==> src/cdcacm_dp_pkg.sv <==
// Package for the CDC-ACM configuration descriptor parser.
// Holds the descriptor codes, the field limits and the parse state type.
// It depends on nothing else.
`timescale 1ns / 1ps

package cdcacm_dp_pkg;

	// Descriptor type codes.
	localparam logic [7:0] TYPE_INTERFACE = 8'h04;
	localparam logic [7:0] TYPE_ENDPOINT  = 8'h05;

	// Interface class and subclass codes.
	localparam logic [7:0] CLASS_COMM   = 8'h02;
	localparam logic [7:0] SUBCLASS_ACM = 8'h02;
	localparam logic [7:0] CLASS_DATA   = 8'h0a;

	// Endpoint attribute and address fields.
	localparam logic [1:0] XFER_BULK  = 2'b10;
	localparam int         DIR_IN_BIT = 7;

	// Smallest descriptor lengths that carry every field used.
	localparam logic [7:0] MIN_DESC_LEN  = 8'd2;
	localparam logic [7:0] IFACE_MIN_LEN = 8'd8;
	localparam logic [7:0] EP_MIN_LEN    = 8'd7;

	// Byte offsets at which descriptor fields are captured or acted on.
	localparam logic [7:0] OFF_LENGTH    = 8'd0;
	localparam logic [7:0] OFF_TYPE      = 8'd1;
	localparam logic [7:0] OFF_FIELD_LO  = 8'd2;
	localparam logic [7:0] OFF_FIELD_HI  = 8'd6;
	localparam logic [7:0] OFF_EP_TAKE   = 8'd6;
	localparam logic [7:0] OFF_IF_TAKE   = 8'd7;

	// Index of each field byte (descriptor offset minus two).
	localparam int FLD_IF_NUMBER = 0;
	localparam int FLD_IF_CLASS  = 3;
	localparam int FLD_IF_SUB    = 4;
	localparam int FLD_EP_ADDR   = 0;
	localparam int FLD_EP_ATTR   = 1;
	localparam int FLD_EP_MPS    = 2;

	typedef struct packed {
		logic [7:0]      off;
		logic [7:0]      len;
		logic [7:0]      dtype;
		logic [4:0][7:0] fld;
		logic            comm_seen;
		logic [7:0]      comm_num;
		logic            data_iface;
		logic            have_in;
		logic            have_out;
		logic [3:0]      in_ep;
		logic [7:0]      in_mps;
		logic [3:0]      out_ep;
		logic [7:0]      out_mps;
		logic            stopped;
	} parse_state_t;

endpackage

==> src/cdc_acm_descriptor_parser.sv <==
// Top level of the CDC-ACM configuration descriptor parser.
// Uses cdcacm_dp_pkg for descriptor codes and the parse state type.
// Contains the input register, the parse logic and the result register.
`timescale 1ns / 1ps

// The parser takes one byte of a USB configuration descriptor set per item
// and returns one result item when the byte marked final_byte has been
// processed. It accepts one byte every clock cycle unless a final byte is
// held in the input register; a final byte passes through the input
// register, and its result is loaded into the result register when that
// byte moves on, so out_valid rises once the final byte leaves the input
// register. A result that waits to be taken stalls only a later final byte:
// plain bytes keep flowing through the input register into the parse state
// while the result register is full, and the byte channel stalls only once
// a final byte sits in the input register. When found is low, every other
// result field reads zero. After each final byte the parse state returns to
// its reset value, so a new descriptor set may follow immediately. A length
// byte below two stops the parse until the final byte; a descriptor too
// short for its fields, or cut off before its deciding offset, is ignored.
module cdc_acm_descriptor_parser (
	input  logic       clk,
	input  logic       arst_n,
	// Byte channel.
	input  logic       in_valid,
	output logic       in_ready,
	input  logic [7:0] data_byte,
	input  logic       final_byte,
	// Result channel.
	output logic       out_valid,
	input  logic       out_ready,
	output logic       found,
	output logic [7:0] comm_interface,
	output logic [3:0] in_endpoint,
	output logic [7:0] in_max_packet,
	output logic [3:0] out_endpoint,
	output logic [7:0] out_max_packet
);

	// Input register stage.
	logic       valid_s1;
	logic [7:0] data_s1;
	logic       final_s1;

	// Parse state and its next value.
	cdcacm_dp_pkg::parse_state_t st_q;
	cdcacm_dp_pkg::parse_state_t st_d;

	logic       advance;
	logic       stop_now;
	logic [7:0] len_v;
	logic [7:0] type_v;
	logic [7:0] off_inc;
	logic [2:0] fld_idx;
	logic       found_d;

	// The byte in the input register moves on unless it is a final byte and
	// the result register still holds a result that has not been taken.
	assign advance  = valid_s1 && (!final_s1 || !out_valid || out_ready);
	assign in_ready = !valid_s1 || advance;

	always_ff @(posedge clk or negedge arst_n) begin
		if (!arst_n) begin
			valid_s1 <= 1'b0;
		end else if (in_ready) begin
			valid_s1 <= in_valid;
		end
	end

	always_ff @(posedge clk) begin
		if (in_ready && in_valid) begin
			data_s1  <= data_byte;
			final_s1 <= final_byte;
		end
	end

	// Parse one byte. The field bytes consulted at the deciding offsets were
	// all captured by earlier bytes of the same descriptor.
	always_comb begin
		st_d     = st_q;
		stop_now = 1'b0;
		len_v    = (st_q.off == cdcacm_dp_pkg::OFF_LENGTH) ? data_s1 : st_q.len;
		type_v   = (st_q.off == cdcacm_dp_pkg::OFF_TYPE) ? data_s1 : st_q.dtype;
		off_inc  = st_q.off + 8'd1;
		fld_idx  = st_q.off[2:0] - 3'd2;

		if (!st_q.stopped) begin
			if (st_q.off == cdcacm_dp_pkg::OFF_LENGTH) begin
				st_d.len = data_s1;
				if (data_s1 < cdcacm_dp_pkg::MIN_DESC_LEN) begin
					stop_now     = 1'b1;
					st_d.stopped = 1'b1;
				end
			end
			if (st_q.off == cdcacm_dp_pkg::OFF_TYPE) begin
				st_d.dtype = data_s1;
			end
			if (st_q.off >= cdcacm_dp_pkg::OFF_FIELD_LO &&
			    st_q.off <= cdcacm_dp_pkg::OFF_FIELD_HI) begin
				st_d.fld[fld_idx] = data_s1;
			end

			if (!stop_now) begin
				// Endpoint descriptor: first bulk IN and first bulk OUT inside
				// a data interface.
				if (st_q.off == cdcacm_dp_pkg::OFF_EP_TAKE &&
				    type_v == cdcacm_dp_pkg::TYPE_ENDPOINT &&
				    len_v >= cdcacm_dp_pkg::EP_MIN_LEN &&
				    st_q.data_iface &&
				    st_q.fld[cdcacm_dp_pkg::FLD_EP_ATTR][1:0] ==
				    cdcacm_dp_pkg::XFER_BULK) begin
					if (st_q.fld[cdcacm_dp_pkg::FLD_EP_ADDR][cdcacm_dp_pkg::DIR_IN_BIT]) begin
						if (!st_q.have_in) begin
							st_d.have_in = 1'b1;
							st_d.in_ep   = st_q.fld[cdcacm_dp_pkg::FLD_EP_ADDR][3:0];
							st_d.in_mps  = st_q.fld[cdcacm_dp_pkg::FLD_EP_MPS];
						end
					end else begin
						if (!st_q.have_out) begin
							st_d.have_out = 1'b1;
							st_d.out_ep   = st_q.fld[cdcacm_dp_pkg::FLD_EP_ADDR][3:0];
							st_d.out_mps  = st_q.fld[cdcacm_dp_pkg::FLD_EP_MPS];
						end
					end
				end

				// Interface descriptor: opens or closes a data interface, and
				// the first ACM communications interface gives its number.
				if (st_q.off == cdcacm_dp_pkg::OFF_IF_TAKE &&
				    type_v == cdcacm_dp_pkg::TYPE_INTERFACE &&
				    len_v >= cdcacm_dp_pkg::IFACE_MIN_LEN) begin
					st_d.data_iface = (st_q.fld[cdcacm_dp_pkg::FLD_IF_CLASS] ==
					                   cdcacm_dp_pkg::CLASS_DATA);
					if (st_q.fld[cdcacm_dp_pkg::FLD_IF_CLASS] == cdcacm_dp_pkg::CLASS_COMM &&
					    st_q.fld[cdcacm_dp_pkg::FLD_IF_SUB] == cdcacm_dp_pkg::SUBCLASS_ACM &&
					    !st_q.comm_seen) begin
						st_d.comm_seen = 1'b1;
						st_d.comm_num  = st_q.fld[cdcacm_dp_pkg::FLD_IF_NUMBER];
					end
				end

				// The offset never reaches the length, so the increment cannot
				// wrap.
				st_d.off = (off_inc >= len_v) ? 8'd0 : off_inc;
			end
		end

		found_d = st_d.comm_seen && st_d.have_in && st_d.have_out;
	end

	// Parse state register. A final byte returns the parser to reset.
	always_ff @(posedge clk or negedge arst_n) begin
		if (!arst_n) begin
			st_q <= '0;
		end else if (advance) begin
			if (final_s1) begin
				st_q <= '0;
			end else begin
				st_q <= st_d;
			end
		end
	end

	// Result register.
	always_ff @(posedge clk or negedge arst_n) begin
		if (!arst_n) begin
			out_valid <= 1'b0;
		end else if (advance && final_s1) begin
			out_valid <= 1'b1;
		end else if (out_ready) begin
			out_valid <= 1'b0;
		end
	end

	always_ff @(posedge clk) begin
		if (advance && final_s1) begin
			found          <= found_d;
			comm_interface <= found_d ? st_d.comm_num : 8'd0;
			in_endpoint    <= found_d ? st_d.in_ep : 4'd0;
			in_max_packet  <= found_d ? st_d.in_mps : 8'd0;
			out_endpoint   <= found_d ? st_d.out_ep : 4'd0;
			out_max_packet <= found_d ? st_d.out_mps : 8'd0;
		end
	end

endmodule

==> config.mk <==
export PLATFORM = sky130hd
export DESIGN_NAME = cdc_acm_descriptor_parser
export DESIGN_NICKNAME = d
export VERILOG_FILES = /design/src/cdcacm_dp_pkg.sv /design/src/cdc_acm_descriptor_parser.sv
export SDC_FILE = /design/constraint.sdc
export NUM_CORES = 1
export LEC_CHECK = 0
export ABC_AREA = 1
export BUFFER_PORTS_ARGS = -buffer_cell sky130_fd_sc_hd__buf_2
export CAP_MARGIN = 20
export CORE_MARGIN = 8
export CORE_UTILIZATION = 30
export DETAILED_ROUTE_END_ITERATION = 10
export GPL_TIMING_DRIVEN = 0
export HOLD_SLACK_MARGIN = 0.15
export SLEW_MARGIN = 25
export SYNTH_ARGS = -nofsm -noshare
export SYNTH_HDL_FRONTEND = slang
export SYNTH_SLANG_ARGS = --single-unit
==> constraint.sdc <==
create_clock -name clk -period 5.22 [get_ports clk]
set_clock_uncertainty 0.2 [all_clocks]
set_input_delay 0.522 -clock clk [delete_from_list [all_inputs] [get_ports clk]]
set_output_delay 0.522 -clock clk [all_outputs]
set_load 0.01 [all_outputs]
==> Implementation_results.wiki, run 1 <==
{| class="wikitable"
! Metric !! Value
|-
| Result of the run || completed
|-
| Stage delay of the slowest cell on the critical path || 570 ps
|-
| Relative slew slack || 0.5451
|-
| Final instance count without filler cells || 1192
|-
| Die Area || 28110 µm²
|-
| Routed wirelength normalized by instance count || 14.33 µm
|-
| Cell at the slowest stage of the critical path || o31ai_4
|-
| Share of synthesized registers carrying an async set or reset || 0.6978
|-
| Detailed-route vias per instance || 4.763
|-
| Dpl cells || 1148
|-
| Crit-path max FO || 33
|-
| First-pass GRT wire length || 28350 µm
|-
| Post-synth EDFFs || 42
|-
| Master cell of the clock root buffer || clkbuf_16
|-
| Total nets after synthesis || 840
|-
| Kind of critical path || in2reg
|-
| Required @ worst endpoint || 5090 ps
|-
| Top library cells by usage in the layout, fill and taps aside || 226 x nand2_1, 102 x inv_1, 97 x dfrtp_1
|-
| Detailed Route WL || 17080 µm
|-
| Detailed-route via count || 5677
|-
| Element type at the critical path start || input port
|-
| Effective utilization at floorplan || 0.3048
|-
| Largest cells by area after synthesis || dfrtp_1 35%, edfxtp_1 18%, nand2_1 12%, nand3_1 5.7%, inv_1 5.6%
|-
| Cell count of the worst hold path || 2
|-
| Count of unresolved DRC violations after routing || 0
|-
| Die span in y || 167.7 µm
|-
| Later-pin clock latency in the skew report || 430 ps
|-
| Post-CTS setup buffer count || 0
|-
| Final count of hold timing violations || 0
|-
| Sink of the worst hold path || st_q[33]
|-
| Sequential fraction of the synthesis area || 0.5345
|-
| Reg2Reg Setup Slack || 1990 ps
|-
| #FFs+latches synth || 139
|-
| Fillers || 2269
|-
| Count of antenna diodes in the layout || 0
|-
| I/O Buffers || 47
|-
| Synth Area in Adders || 0.02176
|-
| Endpoints failing setup || 0
|-
| Worst reg2reg path endpoint || out_max_packet[0]
|-
| GR Util met2 || 0.1932
|-
| Netlist cell types || 32
|-
| Type of the tightest min-delay check || reg2reg
|-
| Crit path DAT || 3140 ps
|-
| Hold Path Origin || st_q[33]
|-
| Cell count after synthesis || 815
|-
| Max clock buf depth || 2
|-
| Top-area cell type share of the netlist area || 0.3518
|-
| Slew of the pin with the lowest slew margin || 681.3 ps
|-
| Total Neg Setup Slack || 0 ps
|-
| Count of clock tree sinks || 139
|-
| Final GP Congestion || 0.8640
|-
| GRT met3 Usage || 0.03480
|-
| Crit path buf inv count || 5
|-
| Post-CTS resize count || 0
|-
| Min Clock Period, post-route || 3268 ps
|-
| H-tree levels || 4
|-
| Post-Syn Area || 6900 µm²
|-
| Fraction of synthesized area in multiplexers || 0
|-
| Hold bufs inserted after CTS || 12
|-
| Met1 usage || 0.1655
|-
| Worst IR drop on VDD || 0.3228 mV
|-
| Count of nets after finishing || 919
|-
| Worst Reg2Reg Path Length in Cells || 12
|-
| Cell type with the largest total area after synthesis || dfrtp_1
|-
| Via count of the first global-routing pass || 5483
|-
| Overall die width || 167.7 µm
|-
| Final cycle utilization of the critical path || 0.6260
|-
| Fraction of synthesized cell area in xor and xnor cells || 0.007616
|-
| Antenna violations before repair || 0
|-
| Pwr/cell area || 385.7 nW/µm²
|-
| Count of pins on the block boundary || 48
|-
| Relative area change from synthesis to final layout || 20.40%
|-
| Dominant combinational cell family by area after synthesis || simple AND/OR/NAND/NOR gates
|-
| Inserted Clock Buffers || 17
|-
| Worst setup EP type || register
|-
| ANT nets after route || 0
|-
| Largest net degree at the start of global routing || 73
|-
| Placed wire-length estimate || 12120 µm
|-
| Setup repair after global routing missed its margin || no
|-
| Clock edge transition at the registers on the reported setup and hold paths || 60 ps
|-
| Syn_area_per_cell || 8.467 µm²
|-
| Most common cell after layout, fill and taps aside || nand2_1
|-
| Synth Area in Compound Gates || 0.06763
|-
| Count of warnings emitted by yosys || 0
|-
| DRT Pass-1 Iters || 6
|-
| Standard-cell rows || 55
|-
| Initial DRC Count || 465
|-
| TritonCTS clock tree || done
|-
| # Max-Cap Violations || 0
|-
| FMAX || 306.0 MHz
|-
| Post-route standard cell area excluding fillers || 8308 µm²
|-
| Leftover overflow at the end of global routing || 0
|-
| Cell-by-cell listing of the critical path || dlygate4sd3_1 -> buf_2 -> o31ai_4 -> inv_1 -> nand2_1 -> clkbuf_1 -> inv_2
|-
| Number of max-slew violations in the final report || 0
|-
| Peak-usage layer in the global routing report || met2
|-
| Post-Synth Simple-Gate Area || 0.2878
|-
| Leak pwr || 3.683 nW
|-
| Placed inst area || 7526 µm²
|-
| Dominant register cell in the synthesized netlist || dfrtp_1
|-
| Top Family by Delay on Critical Path || buffers and inverters
|-
| Area of the core region || 22640 µm²
|-
| Start of the worst register-to-register path || st_q[93]
|-
| Share of layout cells above drive strength 1 || 0.1422
|-
| Total Routing Usage GR || 0.1255
|}
-- stage by stage --
step	setup WS, ps	total power, mW	hold WS (ps)	util
2_1_floorplan	2545	1.672	26.41	-
6_report	1952	3.204	279.2	0.3670
4_1_cts	1956	3.224	282.2	0.3670
5_1_grt	1542	3.366	304.9	0.3670
3_3_place_gp	1730	1.834	261.2	0.3309
3_5_place_dp	2044	1.845	214.4	0.3324
-- final cells by class --
cell class / instances / area, µm² / area share
flip-flops and latches: 139 / 3689 / 0.4440
multi-input cells: 543 / 2655 / 0.3196
clock buffers: 18 / 429.2 / 0.05166
inverters: 106 / 397.9 / 0.04789
repair buffers: 60 / 389.1 / 0.04684
well taps: 285 / 356.6 / 0.04292
clock inverters: 14 / 232.7 / 0.02801
plain buffers: 27 / 158.9 / 0.01913
-- worst reg2reg max path, delay by kind of cell (launching register included) --
family,cells,cell delay [ps]
simple gates,8,1350
buf+inv,3,690
flops,1,520
fa+ha+maj,1,240
-- synth_stat cells (7+ instances only) --
| master | number |
|---|---|
| nand2_1 | 226 |
| inv_1 | 103 |
| dfrtp_1 | 97 |
| nand3_1 | 79 |
| nor2_1 | 62 |
| o21ai_0 | 57 |
| edfxtp_1 | 42 |
| nand4_1 | 36 |
| ha_1 | 12 |
| clkbuf_1 | 11 |
| nor2_2 | 11 |
| buf_2 | 10 |
| a21oi_1 | 8 |
| o22ai_1 | 8 |
| nor3_1 | 7 |
| o21ai_1 | 7 |
-- power breakdown --
part / switching, mW / internal, mW
combinational: 0.417 / 0.183
sequential: 0.0416 / 1.19
clock: 0.509 / 0.861
total: 0.968 / 2.24
-- state kept, by name (all words and copies together), names as in the netlist --
register / cells
comm_interface: 8
data_s1: 8
final_s1: 1
found: 1
in_endpoint: 4
in_max_packet: 8
out_endpoint: 4
out_max_packet: 8
out_valid: 1
st_q: 95
valid_s1: 1
-- routing by layer --
layer,wire length (µm),up-vias
met5,0,-
met4,301,0
met3,956,22
met2,7682,153
met1,8143,2670
li1,-,2832
-- worst max path at each step --
stage / to / from / slack, ps / cells past startpoint
finish: in_max_packet[7] / out_ready / 1950 / 7
CTS: in_max_packet[7] / out_ready / 1960 / 7
floorplan: st_q[100] / st_q[93] / 2550 / 16
detailed placement: st_q[97] / st_q[93] / 2040 / 16
global route: st_q[94] / st_q[93] / 1540 / 16
global placement: comm_interface[5] / out_ready / 1730 / 6
-- cell families after synthesis --
logic type / after synthesis
AO/OA/AOI/OAI: 85
adder cells (fa/ha/maj): 12
flip-flops: 139
XOR/XNOR: 6
AND/OR/NAND/NOR: 440
buffers and inverters: 133
(Power assumes the default switching activity.)
==> inputs of run 2 (changes only) <==
==> constraint.sdc (replaced) <==
create_clock -name clk -period 3.1 [get_ports clk]
set_clock_uncertainty 0.2 [all_clocks]
set_input_delay 0.31 -clock clk [delete_from_list [all_inputs] [get_ports clk]]
set_output_delay 0.31 -clock clk [all_outputs]
set_load 0.01 [all_outputs]
==> Implementation_results.wiki, run 2 (synthesis gave the netlist of run 1 again) <==
{| class="wikitable"
! Metric !! Value
|-
| Result of the run || completed
|-
| Fillers || 2261 (-0.35%)
|-
| Proportion of power drawn by the clock network || 0.425 (-0.003)
|-
| Crit path DAT || 3020 ps (-120 ps)
|-
| Area of the core region || 22640 µm² (unchanged)
|-
| Max clock buf depth || 2 (unchanged)
|-
| Share of layout cells above drive strength 1 || 0.1575 (+0.01532)
|-
| Post-route total power || 5.454 mW (+70%)
|-
| Count of antenna diodes in the layout || 0 (unchanged)
|-
| Clock edge transition at the registers on the reported setup and hold paths || 60 ps (about the same)
|-
| Kind of critical path || reg2reg
|-
| Die Area || 28110 µm² (unchanged)
|-
| Total Neg Setup Slack || 0 ps (unchanged)
|-
| Sw Ratio || 0.3036 (+0.001362)
|-
| First-pass GRT wire length || 28470 µm (+0.44%)
|-
| Standard-cell rows || 55 (unchanged)
|-
| Relative slew slack || 0.5775 (+0.03240)
|-
| Total Routing Usage GR || 0.1260 (+0.0004583)
|-
| Setup repair after global routing missed its margin || no
|-
| Detailed-route vias per instance || 4.761 (about the same)
|-
| Count of unresolved DRC violations after routing || 0 (unchanged)
|-
| Antenna violations before repair || 0 (unchanged)
|-
| Crit-path max FO || 10 (-70%)
|-
| TritonCTS clock tree || done
|-
| Type of the tightest min-delay check || in2async
|-
| Count of clock tree sinks || 139 (unchanged)
|-
| Leak pwr || 3.731 nW (+1.3%)
|-
| Final GP Congestion || 0.8640 (unchanged)
|-
| Later-pin clock latency in the skew report || 440 ps (about the same)
|-
| Relative contribution of combinational cells to total power || 0.196 (+0.009)
|-
| Flip-flop count of the largest register after layout || 95 (unchanged)
|-
| Top library cells by usage in the layout, fill and taps aside || 226 x nand2_1, 100 x inv_1, 95 x dfrtp_1
|-
| Master cell of the clock root buffer || clkbuf_16
|-
| Detailed-route via count || 5708 (+0.55%)
|-
| Endpoints failing setup || 0 (unchanged)
|-
| # Max-Cap Violations || 0 (unchanged)
|-
| I/O Buffers || 47 (unchanged)
|-
| Min Hold Slack || 177.1 ps (-102.1 ps)
|-
| Min Clock Period, post-route || 2931 ps
|-
| Switching power of the nets || 1.656 mW (+71%)
|-
| Pwr/cell area || 648.3 nW/µm² (+68%)
|-
| H-tree levels || 4 (unchanged)
|-
| Start of the worst register-to-register path || final_s1
|-
| Largest net degree at the start of global routing || 73 (unchanged)
|-
| Die span in y || 167.7 µm (unchanged)
|-
| Worst Reg2Reg Path Length in Cells || 8 (-4)
|-
| Leftover overflow at the end of global routing || 0 (unchanged)
|-
| Most common cell after layout, fill and taps aside || nand2_1
|-
| Worst setup EP type || register
|-
| Register share of total power || 0.380 (-0.005)
|-
| Overall die width || 167.7 µm (unchanged)
|-
| Element type at the critical path start || register
|-
| Slew of the pin with the lowest slew margin || 633.7 ps (-47.61 ps)
|-
| DRT Pass-1 Iters || 5 (-1)
|-
| Required @ worst endpoint || 3190 ps (-1900 ps)
|-
| Relative area change from synthesis to final layout || 21.92%
|-
| Worst IR drop on VDD || 0.5458 mV (+69%)
|-
| Initial DRC Count || 508 (+9.2%)
|-
| Number of max-slew violations in the final report || 0 (unchanged)
|-
| Detailed Route WL || 17230 µm (+0.87%)
|-
| Design internal power || 3.799 mW (+70%)
|-
| Count of pins on the block boundary || 48 (unchanged)
|-
| Final count of hold timing violations || 0 (unchanged)
|-
| Pre-CTS setup slack || -75.97 ps (-2120 ps)
|-
| Count of nets after finishing || 926 (+0.76%)
|-
| Effective utilization at floorplan || 0.3048 (unchanged)
|-
| Final cycle utilization of the critical path || 0.9456
|-
| ANT nets after route || 0 (unchanged)
|-
| Inserted Clock Buffers || 17 (unchanged)
|-
| Largest register by flop count || st_q
|-
| Placed wire-length estimate || 12120 µm (unchanged)
|-
| Final worst slack || 168.6 ps (-1784 ps)
|-
| FMAX || 341.1 MHz
|-
| Timing startpoint of the critical path || final_s1
|-
| Routed wirelength normalized by instance count || 14.37 µm (+0.28%)
|-
| Via count of the first global-routing pass || 5496 (+0.24%)
|}
## run 2: cell count changes in the layout (fill, tap and decap cells not counted), sizes merged
cell,previous run,this run
dlygate4sd3,12,14
buf,64,69
## run 2: power groups by stage
stage	registers [mW]	logic, mW	clock network [mW]
2_1_floorplan	2.11	0.709	0
3_3_place_gp	2.11	0.981	0
3_5_place_dp	2.11	0.998	0
4_1_cts	2.07	1.02	2.34
5_1_grt	2.08	1.21	2.43
6_report	2.07	1.07	2.32
## run 2: worst max-delay path: stages (launching register included)
cell	delay [ps]
edfxtp_1	530
inv_1	120
o31ai_4	590
inv_1	170
nand2_1	240
nand2_1	180
clkbuf_1	260
nand3_1	340
o21ai_0	150
## run 2: worst paths after layout
kind                              to  slack (ps)
min                        out_valid         180
max reg2reg                 st_q[66]         170
min reg2reg                 st_q[33]         280
max in group asynchronous   st_q[93]        2140
max                         st_q[66]         170
min in group clk            st_q[33]         280
## run 2: final cells by class
| class | count | area, µm² | area share |
|---|---|---|---|
| buffer | 27 | 160.2 | 0.01904 |
| clock buffer | 18 | 429.2 | 0.05101 |
| clock inverter | 14 | 232.7 | 0.02766 |
| inverter | 106 | 402.9 | 0.04789 |
| multi-input combinational | 543 | 2681 | 0.3187 |
| sequential | 139 | 3691 | 0.4387 |
| tap | 285 | 356.6 | 0.04239 |
| timing repair buffer | 67 | 459.2 | 0.05458 |
## run 2: repair_timing
item,CTS,global route
endpoints found under the hold margin,110,0
buffers inserted,0,4
hold buffers,15,0
gates resized for setup,4,10
pin swaps,0,1
endpoints found under the setup margin,61,103
## run 2: through the flow
step	instance area, µm²	std cells	util
floorplan	6900	815	-
global placement	7492	1147	0.3309
detailed placement	7526	1148	0.3324
CTS	8363	1195	0.3694
global route	8413	1199	0.3716
finish	8413	1199	0.3716
## run 2: layer usage
| layer | wire (µm) | track usage | vias up |
|---|---|---|---|
| li1 | - | - | 2839 |
| met1 | 8202 | 0.1667 | 2703 |
| met2 | 7768 | 0.1934 | 143 |
| met3 | 975 | 0.03480 | 23 |
| met4 | 286 | 0.04697 | 0 |
| met5 | 0 | 0 | - |
